## src/rtl/gpqe_pkg.sv

```systemverilog
// ----------------------------------------------------------------------------
// gpqe_pkg
// types, font rom and saturating add shared by the glyph quad emitter
// ----------------------------------------------------------------------------
package gpqe_pkg;

  localparam int unsigned CoordWidth = 16;
  localparam int unsigned QueueDepth = 2;
  localparam int unsigned GlyphBits  = 35;
  localparam logic [2:0]  LastCol    = 3'd4;
  localparam logic [3:0]  ScaleReset = 4'd2;

  localparam logic [16:0] CoordMax =
    (CoordWidth >= 16) ? 17'h0FFFF : 17'((64'd1 << CoordWidth) - 64'd1);

  typedef struct packed {
    logic [7:0]  char_code;
    logic        string_start;
    logic [15:0] origin_x;
    logic [15:0] origin_y;
    logic [31:0] rgba_in;
  } in_beat_t;

  typedef struct packed {
    logic [15:0] quad_x0;
    logic [15:0] quad_y0;
    logic [15:0] quad_x1;
    logic [15:0] quad_y1;
    logic [31:0] rgba_out;
    logic        last_quad;
  } out_beat_t;

  typedef struct packed {
    logic [GlyphBits-1:0] glyph;
    logic [15:0]          cur_x;
    logic [15:0]          cur_y;
    logic [31:0]          rgba;
    logic [3:0]           scale;
  } job_t;

  function automatic logic [15:0] sat_add(input logic [15:0] a, input logic [6:0] b);
    logic [16:0] sum;
    sum = {1'b0, a} + 17'(b);
    if (sum > CoordMax) begin
      sum = CoordMax;
    end
    return sum[15:0];
  endfunction

  // rows top to bottom, msb of each row is the leftmost column
  function automatic logic [GlyphBits-1:0] glyph_rom(input logic [7:0] code);
    logic [GlyphBits-1:0] g;
    unique case (code)
      "A": g = {5'h0E, 5'h11, 5'h11, 5'h1F, 5'h11, 5'h11, 5'h11};
      "B": g = {5'h1E, 5'h11, 5'h11, 5'h1E, 5'h11, 5'h11, 5'h1E};
      "C": g = {5'h0E, 5'h11, 5'h10, 5'h10, 5'h10, 5'h11, 5'h0E};
      "D": g = {5'h1C, 5'h12, 5'h11, 5'h11, 5'h11, 5'h12, 5'h1C};
      "E": g = {5'h1F, 5'h10, 5'h10, 5'h1E, 5'h10, 5'h10, 5'h1F};
      "F": g = {5'h1F, 5'h10, 5'h10, 5'h1E, 5'h10, 5'h10, 5'h10};
      "G": g = {5'h0E, 5'h11, 5'h10, 5'h17, 5'h11, 5'h11, 5'h0E};
      "H": g = {5'h11, 5'h11, 5'h11, 5'h1F, 5'h11, 5'h11, 5'h11};
      "I": g = {5'h1F, 5'h04, 5'h04, 5'h04, 5'h04, 5'h04, 5'h1F};
      "J": g = {5'h07, 5'h02, 5'h02, 5'h02, 5'h12, 5'h12, 5'h0C};
      "K": g = {5'h11, 5'h12, 5'h14, 5'h18, 5'h14, 5'h12, 5'h11};
      "L": g = {5'h10, 5'h10, 5'h10, 5'h10, 5'h10, 5'h10, 5'h1F};
      "M": g = {5'h11, 5'h1B, 5'h15, 5'h15, 5'h11, 5'h11, 5'h11};
      "N": g = {5'h11, 5'h11, 5'h19, 5'h15, 5'h13, 5'h11, 5'h11};
      "O": g = {5'h0E, 5'h11, 5'h11, 5'h11, 5'h11, 5'h11, 5'h0E};
      "P": g = {5'h1E, 5'h11, 5'h11, 5'h1E, 5'h10, 5'h10, 5'h10};
      "Q": g = {5'h0E, 5'h11, 5'h11, 5'h11, 5'h15, 5'h12, 5'h0D};
      "R": g = {5'h1E, 5'h11, 5'h11, 5'h1E, 5'h14, 5'h12, 5'h11};
      "S": g = {5'h0F, 5'h10, 5'h10, 5'h0E, 5'h01, 5'h01, 5'h1E};
      "T": g = {5'h1F, 5'h04, 5'h04, 5'h04, 5'h04, 5'h04, 5'h04};
      "U": g = {5'h11, 5'h11, 5'h11, 5'h11, 5'h11, 5'h11, 5'h0E};
      "V": g = {5'h11, 5'h11, 5'h11, 5'h11, 5'h11, 5'h0A, 5'h04};
      "W": g = {5'h11, 5'h11, 5'h11, 5'h15, 5'h15, 5'h15, 5'h0A};
      "X": g = {5'h11, 5'h11, 5'h0A, 5'h04, 5'h0A, 5'h11, 5'h11};
      "Y": g = {5'h11, 5'h11, 5'h0A, 5'h04, 5'h04, 5'h04, 5'h04};
      "Z": g = {5'h1F, 5'h01, 5'h02, 5'h04, 5'h08, 5'h10, 5'h1F};
      "0": g = {5'h0E, 5'h11, 5'h13, 5'h15, 5'h19, 5'h11, 5'h0E};
      "1": g = {5'h04, 5'h0C, 5'h14, 5'h04, 5'h04, 5'h04, 5'h1F};
      "2": g = {5'h0E, 5'h11, 5'h01, 5'h02, 5'h04, 5'h08, 5'h1F};
      "3": g = {5'h1E, 5'h01, 5'h01, 5'h0E, 5'h01, 5'h01, 5'h1E};
      "4": g = {5'h02, 5'h06, 5'h0A, 5'h12, 5'h1F, 5'h02, 5'h02};
      "5": g = {5'h1F, 5'h10, 5'h10, 5'h1E, 5'h01, 5'h01, 5'h1E};
      "6": g = {5'h0E, 5'h10, 5'h10, 5'h1E, 5'h11, 5'h11, 5'h0E};
      "7": g = {5'h1F, 5'h01, 5'h02, 5'h04, 5'h08, 5'h08, 5'h08};
      "8": g = {5'h0E, 5'h11, 5'h11, 5'h0E, 5'h11, 5'h11, 5'h0E};
      "9": g = {5'h0E, 5'h11, 5'h11, 5'h0F, 5'h01, 5'h01, 5'h0E};
      ":": g = {5'h00, 5'h04, 5'h04, 5'h00, 5'h04, 5'h04, 5'h00};
      ".": g = {5'h00, 5'h00, 5'h00, 5'h00, 5'h00, 5'h0C, 5'h0C};
      "-": g = {5'h00, 5'h00, 5'h00, 5'h1F, 5'h00, 5'h00, 5'h00};
      ">": g = {5'h10, 5'h08, 5'h04, 5'h02, 5'h04, 5'h08, 5'h10};
      "/": g = {5'h01, 5'h02, 5'h04, 5'h08, 5'h10, 5'h00, 5'h00};
      "|": g = {5'h04, 5'h04, 5'h04, 5'h04, 5'h04, 5'h04, 5'h04};
      " ": g = '0;
      // fallback: question mark shape
      default: g = {5'h1F, 5'h11, 5'h02, 5'h04, 5'h08, 5'h00, 5'h08};
    endcase
    return g;
  endfunction

endpackage

```

## src/rtl/gpqe_queue.sv

```systemverilog
// ----------------------------------------------------------------------------
// gpqe_queue
// small fifo of glyph jobs between the front and the back
// ----------------------------------------------------------------------------
module gpqe_queue #(
  parameter int unsigned Depth = gpqe_pkg::QueueDepth
) (
  input  logic            clk_i,
  input  logic            rst_ni,
  input  logic            push_i,
  input  gpqe_pkg::job_t  push_data_i,
  output logic            full_o,
  input  logic            pop_i,
  output gpqe_pkg::job_t  pop_data_o,
  output logic            empty_o
);
  import gpqe_pkg::*;

  localparam int unsigned PtrW = (Depth > 1) ? $clog2(Depth) : 1;
  localparam int unsigned CntW = $clog2(Depth + 1);
  localparam logic [PtrW-1:0] PtrLast = PtrW'(Depth - 1);
  localparam logic [CntW-1:0] CntFull = CntW'(Depth);

  job_t            mem_q [Depth];
  logic [PtrW-1:0] wr_ptr_q, rd_ptr_q;
  logic [CntW-1:0] cnt_q;
  logic            do_push, do_pop;

  assign full_o     = (cnt_q == CntFull);
  assign empty_o    = (cnt_q == '0);
  assign do_push    = push_i && !full_o;
  assign do_pop     = pop_i && !empty_o;
  assign pop_data_o = mem_q[rd_ptr_q];

  always_ff @(posedge clk_i) begin
    if (do_push) begin
      mem_q[wr_ptr_q] <= push_data_i;
    end
  end

  always_ff @(posedge clk_i or negedge rst_ni) begin
    if (!rst_ni) begin
      wr_ptr_q <= '0;
      rd_ptr_q <= '0;
      cnt_q    <= '0;
    end else begin
      if (do_push) begin
        wr_ptr_q <= (wr_ptr_q == PtrLast) ? '0 : wr_ptr_q + 1'b1;
      end
      if (do_pop) begin
        rd_ptr_q <= (rd_ptr_q == PtrLast) ? '0 : rd_ptr_q + 1'b1;
      end
      if (do_push && !do_pop) begin
        cnt_q <= cnt_q + 1'b1;
      end else if (do_pop && !do_push) begin
        cnt_q <= cnt_q - 1'b1;
      end
    end
  end

endmodule

```

## src/rtl/gpqe_front.sv

```systemverilog
// ----------------------------------------------------------------------------
// gpqe_front
// accepts characters, looks up the glyph and keeps the string cursor
// ----------------------------------------------------------------------------
module gpqe_front (
  input  logic                clk_i,
  input  logic                rst_ni,
  input  logic                in_valid_i,
  output logic                in_stall_o,
  input  gpqe_pkg::in_beat_t  in_beat_i,
  input  logic [3:0]          scale_i,
  output logic                push_o,
  output gpqe_pkg::job_t      job_o,
  input  logic                full_i
);
  import gpqe_pkg::*;

  logic [15:0]          cursor_x_q, cursor_x_d;
  logic [15:0]          cursor_y_q, cursor_y_d;
  logic [15:0]          cur_x, cur_y;
  logic [GlyphBits-1:0] glyph;
  logic [6:0]           advance;
  logic                 accept;

  assign in_stall_o = full_i;
  assign accept     = in_valid_i && !full_i;

  always_comb begin
    cur_x = in_beat_i.string_start ? sat_add(in_beat_i.origin_x, 7'd0) : cursor_x_q;
    cur_y = in_beat_i.string_start ? sat_add(in_beat_i.origin_y, 7'd0) : cursor_y_q;
    glyph = glyph_rom(in_beat_i.char_code);
    // six columns per character cell
    advance = {1'b0, scale_i, 2'b00} + {2'b00, scale_i, 1'b0};
    cursor_x_d = accept ? sat_add(cur_x, advance) : cursor_x_q;
    cursor_y_d = accept ? cur_y : cursor_y_q;
  end

  // blank glyphs only move the cursor
  assign push_o      = accept && (|glyph);
  assign job_o.glyph = glyph;
  assign job_o.cur_x = cur_x;
  assign job_o.cur_y = cur_y;
  assign job_o.rgba  = in_beat_i.rgba_in;
  assign job_o.scale = scale_i;

  always_ff @(posedge clk_i or negedge rst_ni) begin
    if (!rst_ni) begin
      cursor_x_q <= '0;
      cursor_y_q <= '0;
    end else begin
      cursor_x_q <= cursor_x_d;
      cursor_y_q <= cursor_y_d;
    end
  end

endmodule

```

## src/rtl/gpqe_back.sv

```systemverilog
// ----------------------------------------------------------------------------
// gpqe_back
// scans one glyph a pixel per cycle unless stalled, emits a quad per lit pixel
// ----------------------------------------------------------------------------
module gpqe_back (
  input  logic                clk_i,
  input  logic                rst_ni,
  output logic                pop_o,
  input  gpqe_pkg::job_t      job_i,
  input  logic                empty_i,
  output logic                out_valid_o,
  input  logic                out_stall_i,
  output gpqe_pkg::out_beat_t out_beat_o
);
  import gpqe_pkg::*;

  logic [GlyphBits-1:0] mask_q, mask_d;
  logic [2:0]           col_q, col_d;
  logic [15:0]          x_q, x_d, y_q, y_d, row_x_q, row_x_d;
  logic [3:0]           s_q, s_d;
  logic [31:0]          rgba_q, rgba_d;
  logic                 out_valid_q, out_valid_d;
  out_beat_t            out_q, out_d;
  logic                 busy, step, load;
  logic [6:0]           s_ext;

  assign busy  = |mask_q;
  assign step  = busy && (!out_valid_q || !out_stall_i);
  assign load  = !busy && !empty_i;
  assign pop_o = load;
  assign s_ext = {3'b000, s_q};

  always_comb begin
    mask_d      = mask_q;
    col_d       = col_q;
    x_d         = x_q;
    y_d         = y_q;
    row_x_d     = row_x_q;
    s_d         = s_q;
    rgba_d      = rgba_q;
    out_d       = out_q;
    out_valid_d = out_valid_q && out_stall_i;
    if (load) begin
      mask_d  = job_i.glyph;
      col_d   = '0;
      x_d     = job_i.cur_x;
      y_d     = job_i.cur_y;
      row_x_d = job_i.cur_x;
      s_d     = job_i.scale;
      rgba_d  = job_i.rgba;
    end else if (step) begin
      if (mask_q[GlyphBits-1]) begin
        out_d.quad_x0   = x_q;
        out_d.quad_y0   = y_q;
        out_d.quad_x1   = sat_add(x_q, s_ext);
        out_d.quad_y1   = sat_add(y_q, s_ext);
        out_d.rgba_out  = rgba_q;
        out_d.last_quad = ~|mask_q[GlyphBits-2:0];
        out_valid_d     = 1'b1;
      end
      mask_d = {mask_q[GlyphBits-2:0], 1'b0};
      if (col_q == LastCol) begin
        col_d = '0;
        x_d   = row_x_q;
        y_d   = sat_add(y_q, s_ext);
      end else begin
        col_d = col_q + 1'b1;
        x_d   = sat_add(x_q, s_ext);
      end
    end
  end

  always_ff @(posedge clk_i) begin
    col_q   <= col_d;
    x_q     <= x_d;
    y_q     <= y_d;
    row_x_q <= row_x_d;
    s_q     <= s_d;
    rgba_q  <= rgba_d;
    out_q   <= out_d;
  end

  always_ff @(posedge clk_i or negedge rst_ni) begin
    if (!rst_ni) begin
      mask_q      <= '0;
      out_valid_q <= 1'b0;
    end else begin
      mask_q      <= mask_d;
      out_valid_q <= out_valid_d;
    end
  end

  assign out_valid_o = out_valid_q;
  assign out_beat_o  = out_q;

endmodule

```

## src/rtl/glyph_pixel_quad_emitter.sv

```systemverilog
// ----------------------------------------------------------------------------
// glyph_pixel_quad_emitter
// 5x7 bitmap font character generator producing one quad per lit pixel
// ----------------------------------------------------------------------------
// in channel: one character per beat (code, string start flag, origin, colour).
// out channel: one quad per lit font pixel, row by row, left to right, with
// last_quad set on the final quad of a character. blank characters give no
// beat but still move the cursor right by six times the pixel scale.
// config: apb register 0 at byte address 0 holds pixel_scale (reset 2).
// the front looks up the glyph in the same cycle it takes the beat and hands it
// to a two-entry job queue; the back loads a job when it is idle, then scans
// the font pixels one per cycle while the output is not stalled and stops after
// the last lit one. a quad leaves the cycle after its pixel is scanned: when
// the top left pixel is lit, the first quad follows the character through the
// job queue, the load into the back and the output register. the input stalls
// only while the job queue is full. a stall on the output holds the pending
// quad and freezes the scan at the current pixel.
// reset clears the cursor to 0,0, empties the queue and drops any quad in
// flight. coordinates saturate at 65535.
// ----------------------------------------------------------------------------
module glyph_pixel_quad_emitter #(
  parameter int unsigned QUEUE_DEPTH = gpqe_pkg::QueueDepth
) (
  input  logic                clk_i,
  input  logic                rst_ni,
  input  logic                in_valid_i,
  output logic                in_stall_o,
  input  gpqe_pkg::in_beat_t  in_beat_i,
  output logic                out_valid_o,
  input  logic                out_stall_i,
  output gpqe_pkg::out_beat_t out_beat_o,
  input  logic                psel,
  input  logic                penable,
  input  logic                pwrite,
  input  logic [2:0]          paddr,
  input  logic [31:0]         pwdata,
  output logic [31:0]         prdata,
  output logic                pready
);
  import gpqe_pkg::*;

  logic [3:0] scale_q;
  logic       scale_hit;
  logic       push, full, pop, empty;
  job_t       push_job, pop_job;

  assign pready    = 1'b1;
  assign scale_hit = (paddr[2] == 1'b0);
  assign prdata    = scale_hit ? {28'd0, scale_q} : 32'd0;

  always_ff @(posedge clk_i or negedge rst_ni) begin
    if (!rst_ni) begin
      scale_q <= ScaleReset;
    end else if (psel && penable && pwrite && pready && scale_hit) begin
      scale_q <= pwdata[3:0];
    end
  end

  gpqe_front u_front (
    .clk_i      (clk_i),
    .rst_ni     (rst_ni),
    .in_valid_i (in_valid_i),
    .in_stall_o (in_stall_o),
    .in_beat_i  (in_beat_i),
    .scale_i    (scale_q),
    .push_o     (push),
    .job_o      (push_job),
    .full_i     (full)
  );

  gpqe_queue #(
    .Depth (QUEUE_DEPTH)
  ) u_queue (
    .clk_i       (clk_i),
    .rst_ni      (rst_ni),
    .push_i      (push),
    .push_data_i (push_job),
    .full_o      (full),
    .pop_i       (pop),
    .pop_data_o  (pop_job),
    .empty_o     (empty)
  );

  gpqe_back u_back (
    .clk_i       (clk_i),
    .rst_ni      (rst_ni),
    .pop_o       (pop),
    .job_i       (pop_job),
    .empty_i     (empty),
    .out_valid_o (out_valid_o),
    .out_stall_i (out_stall_i),
    .out_beat_o  (out_beat_o)
  );

endmodule
```

## config.mk

```make
export PLATFORM = sky130hd
export DESIGN_NAME = glyph_pixel_quad_emitter
export DESIGN_NICKNAME = d
export VERILOG_FILES = /design/src/rtl/gpqe_pkg.sv /design/src/rtl/gpqe_queue.sv /design/src/rtl/gpqe_front.sv /design/src/rtl/gpqe_back.sv /design/src/rtl/glyph_pixel_quad_emitter.sv
export SDC_FILE = /design/constraint.sdc
export NUM_CORES = 1
export LEC_CHECK = 0
export BUFFER_PORTS_ARGS = -buffer_cell sky130_fd_sc_hd__buf_2
export CORE_MARGIN = 2
export CORE_UTILIZATION = 55
export DETAILED_ROUTE_END_ITERATION = 12
export PLACE_DENSITY_LB_ADDON = 0.25
export REMOVE_ABC_BUFFERS = 1
export SYNTH_ARGS = -nofsm -noshare
export SYNTH_HDL_FRONTEND = slang
export SYNTH_MEMORY_MAX_BITS = 65536
export SYNTH_SLANG_ARGS = --single-unit
```

## constraint.sdc

```tcl
create_clock -name clk_i -period 10.8 [get_ports clk_i]
set_input_delay 0 -clock clk_i [delete_from_list [all_inputs] [get_ports clk_i]]
set_output_delay 0 -clock clk_i [all_outputs]
set_load 0.005 [all_outputs]
```

After elaboration in Yosys (flattened, before gate mapping):

Memories as Yosys holds them, arrays and structs flattened.
Index checks and enable logic that the tools add are counted.

* equal/unequal tests: 2
* $lt $le $gt $ge: 5
* $add $sub $neg: 9
* bitwise gates (word level): 2
* mux-type cells: 27
* reductions and logical operators: 30

Operators with widths (count)
* $mux W16: 13
* $mux W35: 3
* $reduce_or A35 Y1: 2
* $gt A17 B16 Y1 const B: 3
* $add A16 B4 Y17: 2
* $reduce_or A34 Y1: 1
* $gt A16 B16 Y1 const B: 2
* $add A16 B7 Y17: 1
* $logic_and A1 B1 Y1: 12
* $logic_not A1 Y1: 8
* $add A6 B5 Y7: 1
* $mux W1: 7
* $reduce_bool A2 Y1: 3
* $mux W2: 2
* $mux W4: 1
* $add A3 B1 Y3 const B: 1
* $eq A3 B3 Y1 const B: 1
* $mux W3: 1
* $reduce_and A3 Y1: 1
* $add A1 B1 Y1 const B: 2
* $add A2 B1 Y2 const B: 1
* $eq A2 B2 Y1 const B: 1
* $logic_not A2 Y1: 1
* $not A1 Y1: 2
* other kinds (3): 3

* output and inout bits: 132
* bits of input ports: 115
* memory bits (read-only): 4480
* memory bits (writable): 206
* memories: 2
* flip-flop bits (word level): 260

Memory list
* (name not given): words 128, bits a word 35, rd ports 1, clocked after memory_dff 0, write ports 0, line gpqe_pkg.sv:53 `unique case (code)`
* u_queue.mem_q: words 2, bits a word 103, rd ports 1, clocked after memory_dff 0, write ports 1, line gpqe_queue.sv:24 `job_t mem_q [Depth];`

Depth between registers and ports, before layout:

* depth in word-level cells: 9
* depth in mapped cells: 16
* depth with buffers taken out: 13

Hierarchy:

A second synthesis with hierarchy kept.

* cell total of the unflattened synthesis: 1605
* area total of the unflattened synthesis: 21403.0 µm²

By module, submodules not included
* gpqe_back: area each 8688.3 µm², seq. area each 6396.1 µm², cells each 609, instances 1
* gpqe_queue: area each 7881.3 µm², seq. area each 6286.0 µm², cells each 340, instances 1
* gpqe_front: area each 4403.0 µm², seq. area each 800.8 µm², cells each 612, instances 1
* glyph_pixel_quad_emitter: area each 430.4 µm², seq. area each 101.3 µm², cells each 44, instances 1

Worst setup path before layout:

OpenSTA, ideal clock, no wires.

* path kind: input -> register
* start: input in_beat_i[65] in the netlist's numbering
* end: memory u_queue.mem_q[1][0] in the netlist's numbering (enable)
* arrival: 9.370 ns
* path slack: 0.717 ns
* path buffers: 2
* data required time: 10.088 ns
* cell stages on the path: 10
* setup time: 0.712 ns
* path through: buf_2 -> inv_1 -> ha_1 -> clkbuf_1 -> nand2_1 -> a2111oi_0 -> o32a_2 -> nor4b_2 -> and4_1 -> nor3b_1

RTL lines
* from (decl): line glyph_pixel_quad_emitter.sv:28 `input gpqe_pkg::in_beat_t in_beat_i,`
* to (decl): line gpqe_queue.sv:24

==> run_results.csv <==
group,metric,value,unit
outcome,result_of_the_run,"finished clean",
timing,timing.final.crit_period,3.64,ns
clock_network,root_cell_of_the_clock_tree,"sky130_fd_sc_hd__clkbuf_16",
yosys,synthArstFlopShare,0.163,
power,sw_frac_of_total,0.301,
final_layout,antennaDiodeCount,0,
yosys,syn_avg_cell_area,13.8,um2
place,hpwl,29.3,mm
final_layout,finalCoreUtilization,0.644,
routing,avgViaCountPerCell,5.73,
final_layout,layout-area-overhead-vs-synth,16.0,%
clock_network,postCtsResizedCells,0,
yosys,syn-instance-count,1506,
power,share_seq_of_total_power,0.485,
timing,timing.setup.tns,0,ns
yosys,post-synth-top-area-fraction,0.558,
timing,timing_hold_violations_final,0,
final_layout,fillers,2792,
power,power.combinational.fraction,0.270,
routing,first_pass_iters,5,
yosys,yosysWarnings,0,
grt,grt_start_max_net_pins,81,
floorplan,ioPinCount,247,
floorplan,rows,71,
worst_setup_path,data_arrival_time_at_the_worst_slack_endpoint,3.80,ns
job,cap_viol_max_count,0,
clock_network,cts_tree,"built",
routing,dr.first_iter.drc_count,1102,
worst_setup_path,critical_path.reg2reg.startpoint,"u_back.mask_q[24]",
clock_network,htree_num_levels,2,
worst_setup_path,timing.critical_path.max_delay_family,"buffers and inverters",
routing,avgRoutedWirePerCell,20.0,um
timing,rsz0062_at_grt,"false",
timing,setup_violations,0,
routing,remaining_antenna_violation_count_after_routing,0,
yosys,mappedNetlistArea,0.0208,mm2
worst_setup_path,cp_cell_sequence,"buf_2 -> inv_1 -> ha_1 -> nor2b_1 -> a21oi_1 -> o22ai_1 -> a32o_1 -> nor4_1 -> and4_1 -> nor3b_2 -> buf_4",
worst_setup_path,worst_setup_path_end_kind,"flop",
power,report.power.total,5.92,mW
clock_network,num_cts_buffers,44,
yosys,synthDistinctLibCells,88,
final_layout,share_of_layout_cells_above_drive_strength_1,0.230,
clock_network,cts.sinks,466,
floorplan,core_region_area,0.0375,mm2
worst_setup_path,cp_num_buf_inv,3,
worst_setup_path,critPathMaxStageDelay,0.85,ns
power,intPower,4.13,mW
worst_setup_path,worst-setup-path-type,"primary input to flop",
hold_path,hold_class,"primary input to flop",
routing,remaining_drc_errors,0,
yosys,yosys_most_used_dff,"sky130_fd_sc_hd__edfxtp_1",
timing,slew_viol_final,0,
grt,globalRouteTotalUtil,0.233,
power,peakVddDrop,122,uV
routing,route.final.wire_length,45.7,mm
power,net_load_switching_power,1.78,mW
clock_network,clock_insertion_delay_at_the_later_pin_of_the_skew_report,0.55,ns
grt,grt_remaining_overflow,0,
yosys,netlist_top_cells_area,"sky130_fd_sc_hd__edfxtp_1 56%, sky130_fd_sc_hd__dfrtp_1 9.0%, sky130_fd_sc_hd__mux2_2 6.0%",
final_layout,final_net_count,1895,
clock_network,clk_pin_slew,0.06,ns
worst_setup_path,cpMaxStageDelayCell,"sky130_fd_sc_hd__ha_1",
floorplan,die_width,199,um
grt,number_of_antenna_violations_at_the_first_check_in_global_routing,0,
timing,timing.final.crit_share,0.337,
place,io_buffer_count,187,
floorplan,fp.dieH,199,um
timing,clock-skew-final,0.0197,ns
grt,grt_pass1_vias,13000,
floorplan,initial_utilization,0.555,
worst_setup_path,start_kind,"primary input",
timing,slew_headroom,0.316,
power,p_leak,9.16,nW
power,power_density_relative_to_cell_area,245,mW/mm2
worst_setup_path,cp_max_fo,59,
floorplan,die-area,0.0394,mm2
yosys,cell_taking_the_most_area_after_synthesis,"sky130_fd_sc_hd__edfxtp_1",
yosys,synth_register_bits,466,
clock_network,cts-root-to-sink-buffers,3,
timing,maxClockFrequency,275,MHz
routing,vias,13100,
yosys,synth_seq_area_share,0.653,
yosys,edff_count_synth,387,
timing,fin_worst_hold_slack,0.0646,ns
worst_setup_path,critical_path_required,10.96,ns
worst_setup_path,setup.reg_to_reg.worst_slack,7.49,ns
worst_setup_path,cp-startpoint,"in_beat_i[65]",
hold_path,min_delay_startpoint,"in_beat_i[71]",
timing,tightest_slew,1.03,ns
grt,wire_length_of_the_first_global_routing_pass,71.1,mm
power,clock_power_share,0.245,
place,gp_congestion,0.950,
[worst min-delay path, stage by stage]
cell and delay (ns):
sky130_fd_sc_hd__buf_2 0.25, sky130_fd_sc_hd__nand2_1 0.11, sky130_fd_sc_hd__a21o_1 0.12
[metal layers]
| layer | GRT usage | up-vias | wire length [um] |
|---|---|---|---|
| met5 | 0 | - | 0 |
| met4 | 0.0909 | 0 | 1390 |
| met3 | 0.0309 | 89 | 2380 |
| met2 | 0.385 | 425 | 22500 |
| met1 | 0.317 | 6479 | 19500 |
| li1 | - | 6141 | - |
[Yosys cell counts (6+ instances only)]
cell / n
sky130_fd_sc_hd__a211oi_1: 11
sky130_fd_sc_hd__a21o_1: 27
sky130_fd_sc_hd__a21oi_1: 73
sky130_fd_sc_hd__a221o_1: 37
sky130_fd_sc_hd__a31oi_1: 18
sky130_fd_sc_hd__and2_1: 7
sky130_fd_sc_hd__buf_1: 12
sky130_fd_sc_hd__buf_2: 12
sky130_fd_sc_hd__buf_4: 36
sky130_fd_sc_hd__clkbuf_1: 44
sky130_fd_sc_hd__dfrtp_1: 75
sky130_fd_sc_hd__edfxtp_1: 387
sky130_fd_sc_hd__fa_1: 6
sky130_fd_sc_hd__ha_1: 25
sky130_fd_sc_hd__inv_1: 39
sky130_fd_sc_hd__mux2_2: 111
sky130_fd_sc_hd__mux2i_1: 56
sky130_fd_sc_hd__nand2_1: 84
sky130_fd_sc_hd__nand2b_1: 29
sky130_fd_sc_hd__nand3_1: 28
sky130_fd_sc_hd__nand4_1: 7
sky130_fd_sc_hd__nor2_1: 107
sky130_fd_sc_hd__nor2b_1: 23
sky130_fd_sc_hd__nor3_1: 9
sky130_fd_sc_hd__nor4_1: 13
sky130_fd_sc_hd__o211ai_1: 7
sky130_fd_sc_hd__o21ai_0: 47
sky130_fd_sc_hd__o22a_1: 13
sky130_fd_sc_hd__xnor2_1: 17
sky130_fd_sc_hd__xor2_1: 13
[logic make-up after synthesis]
group / share of synthesized area
flops: 0.653
fa+ha+maj: 0.0208
compound gates: 0.104
xor+xnor: 0.0126
buf+inv: 0.0374
other cells: 0.000361
simple gates: 0.0849
mux: 0.0877
[final timing paths]
| kind | cells past startpoint | end |
|---|---|---|
| worst max-delay path | 11 | u_queue.mem_q[1][60] |
| worst min-delay path | 3 | u_queue.mem_q[0][97] |
| worst max register to register | 7 | u_back.y_q[3] |
| worst min register to register | 0 | u_back.out_beat_o[18] |
| max in group asynchronous | 2 | u_queue.rd_ptr_q |
| min in group asynchronous | 2 | u_front.cursor_y_q[2] |
[what timing repair did]
action,4_1_cts,5_1_grt
hold endpoints to repair,230,0
hold buffers,74,0
setup buffers,0,0
[metrics by stage]
step                setup WS (ns)  cell area, um2  std cells
floorplan                   0.708           20300       1423
global placement             6.68           22100       2140
detailed placement           6.68           22100       2140
CTS                          7.23           24200       2291
global route                 6.96           24200       2291
finish                       7.16           24200       2291
[cell usage in the layout (no fill, tap or decap), types with 37 or more instances in the layout]
master | netlist | routed
sky130_fd_sc_hd__dlygate4sd3_1 | 0 | 74
sky130_fd_sc_hd__a21oi_1 | 73 | 71
sky130_fd_sc_hd__inv_1 | 39 | 39
sky130_fd_sc_hd__dfrtp_1 | 75 | 74
sky130_fd_sc_hd__clkbuf_16 | 0 | 45
sky130_fd_sc_hd__o21ai_0 | 47 | 46
sky130_fd_sc_hd__buf_2 | 12 | 186
sky130_fd_sc_hd__nand2_1 | 84 | 84
sky130_fd_sc_hd__edfxtp_1 | 387 | 387
sky130_fd_sc_hd__mux2_2 | 111 | 111
sky130_fd_sc_hd__nor2_1 | 107 | 106
sky130_fd_sc_hd__a221o_1 | 37 | 37
sky130_fd_sc_hd__mux2i_1 | 56 | 56
[area by class of cell]
type                            instances  area, um2  share of cell area
Timing Repair Buffer                  280       1820              0.0754
Tap cell                              511        639              0.0265
Multi-Input combinational cell        914       6600               0.273
Clock inverter                         12       83.8             0.00347
Sequential cell                       466      13600               0.563
Clock buffer                           65       1260              0.0522
Inverter                               43        161             0.00668
[sequential cells by signal, summed over array words and instances (netlist names), 2 cells and up]
register            cells
u_queue.cnt_q           2
u_back.out_beat_o      97
u_back.rgba_q          32
u_queue.mem_q         206
u_front.cursor_y_q     16
u_front.cursor_x_q     16
u_back.mask_q          35
u_back.x_q             16
u_back.row_x_q         16
u_back.y_q             16
u_back.s_q              4
scale_q                 4
u_back.col_q            3
[power groups by stage]
stage / Sequential (mW) / Combinational [mW] / Clock [mW]
after floorplan: 2.94 / 1.10 / 0
after global placement: 2.88 / 1.53 / 0
after detailed placement: 2.90 / 1.58 / 0
after CTS: 2.87 / 1.61 / 1.47
after global routing: 2.92 / 1.78 / 1.54
final: 2.87 / 1.60 / 1.45
Power figures use the tool's default switching activity.
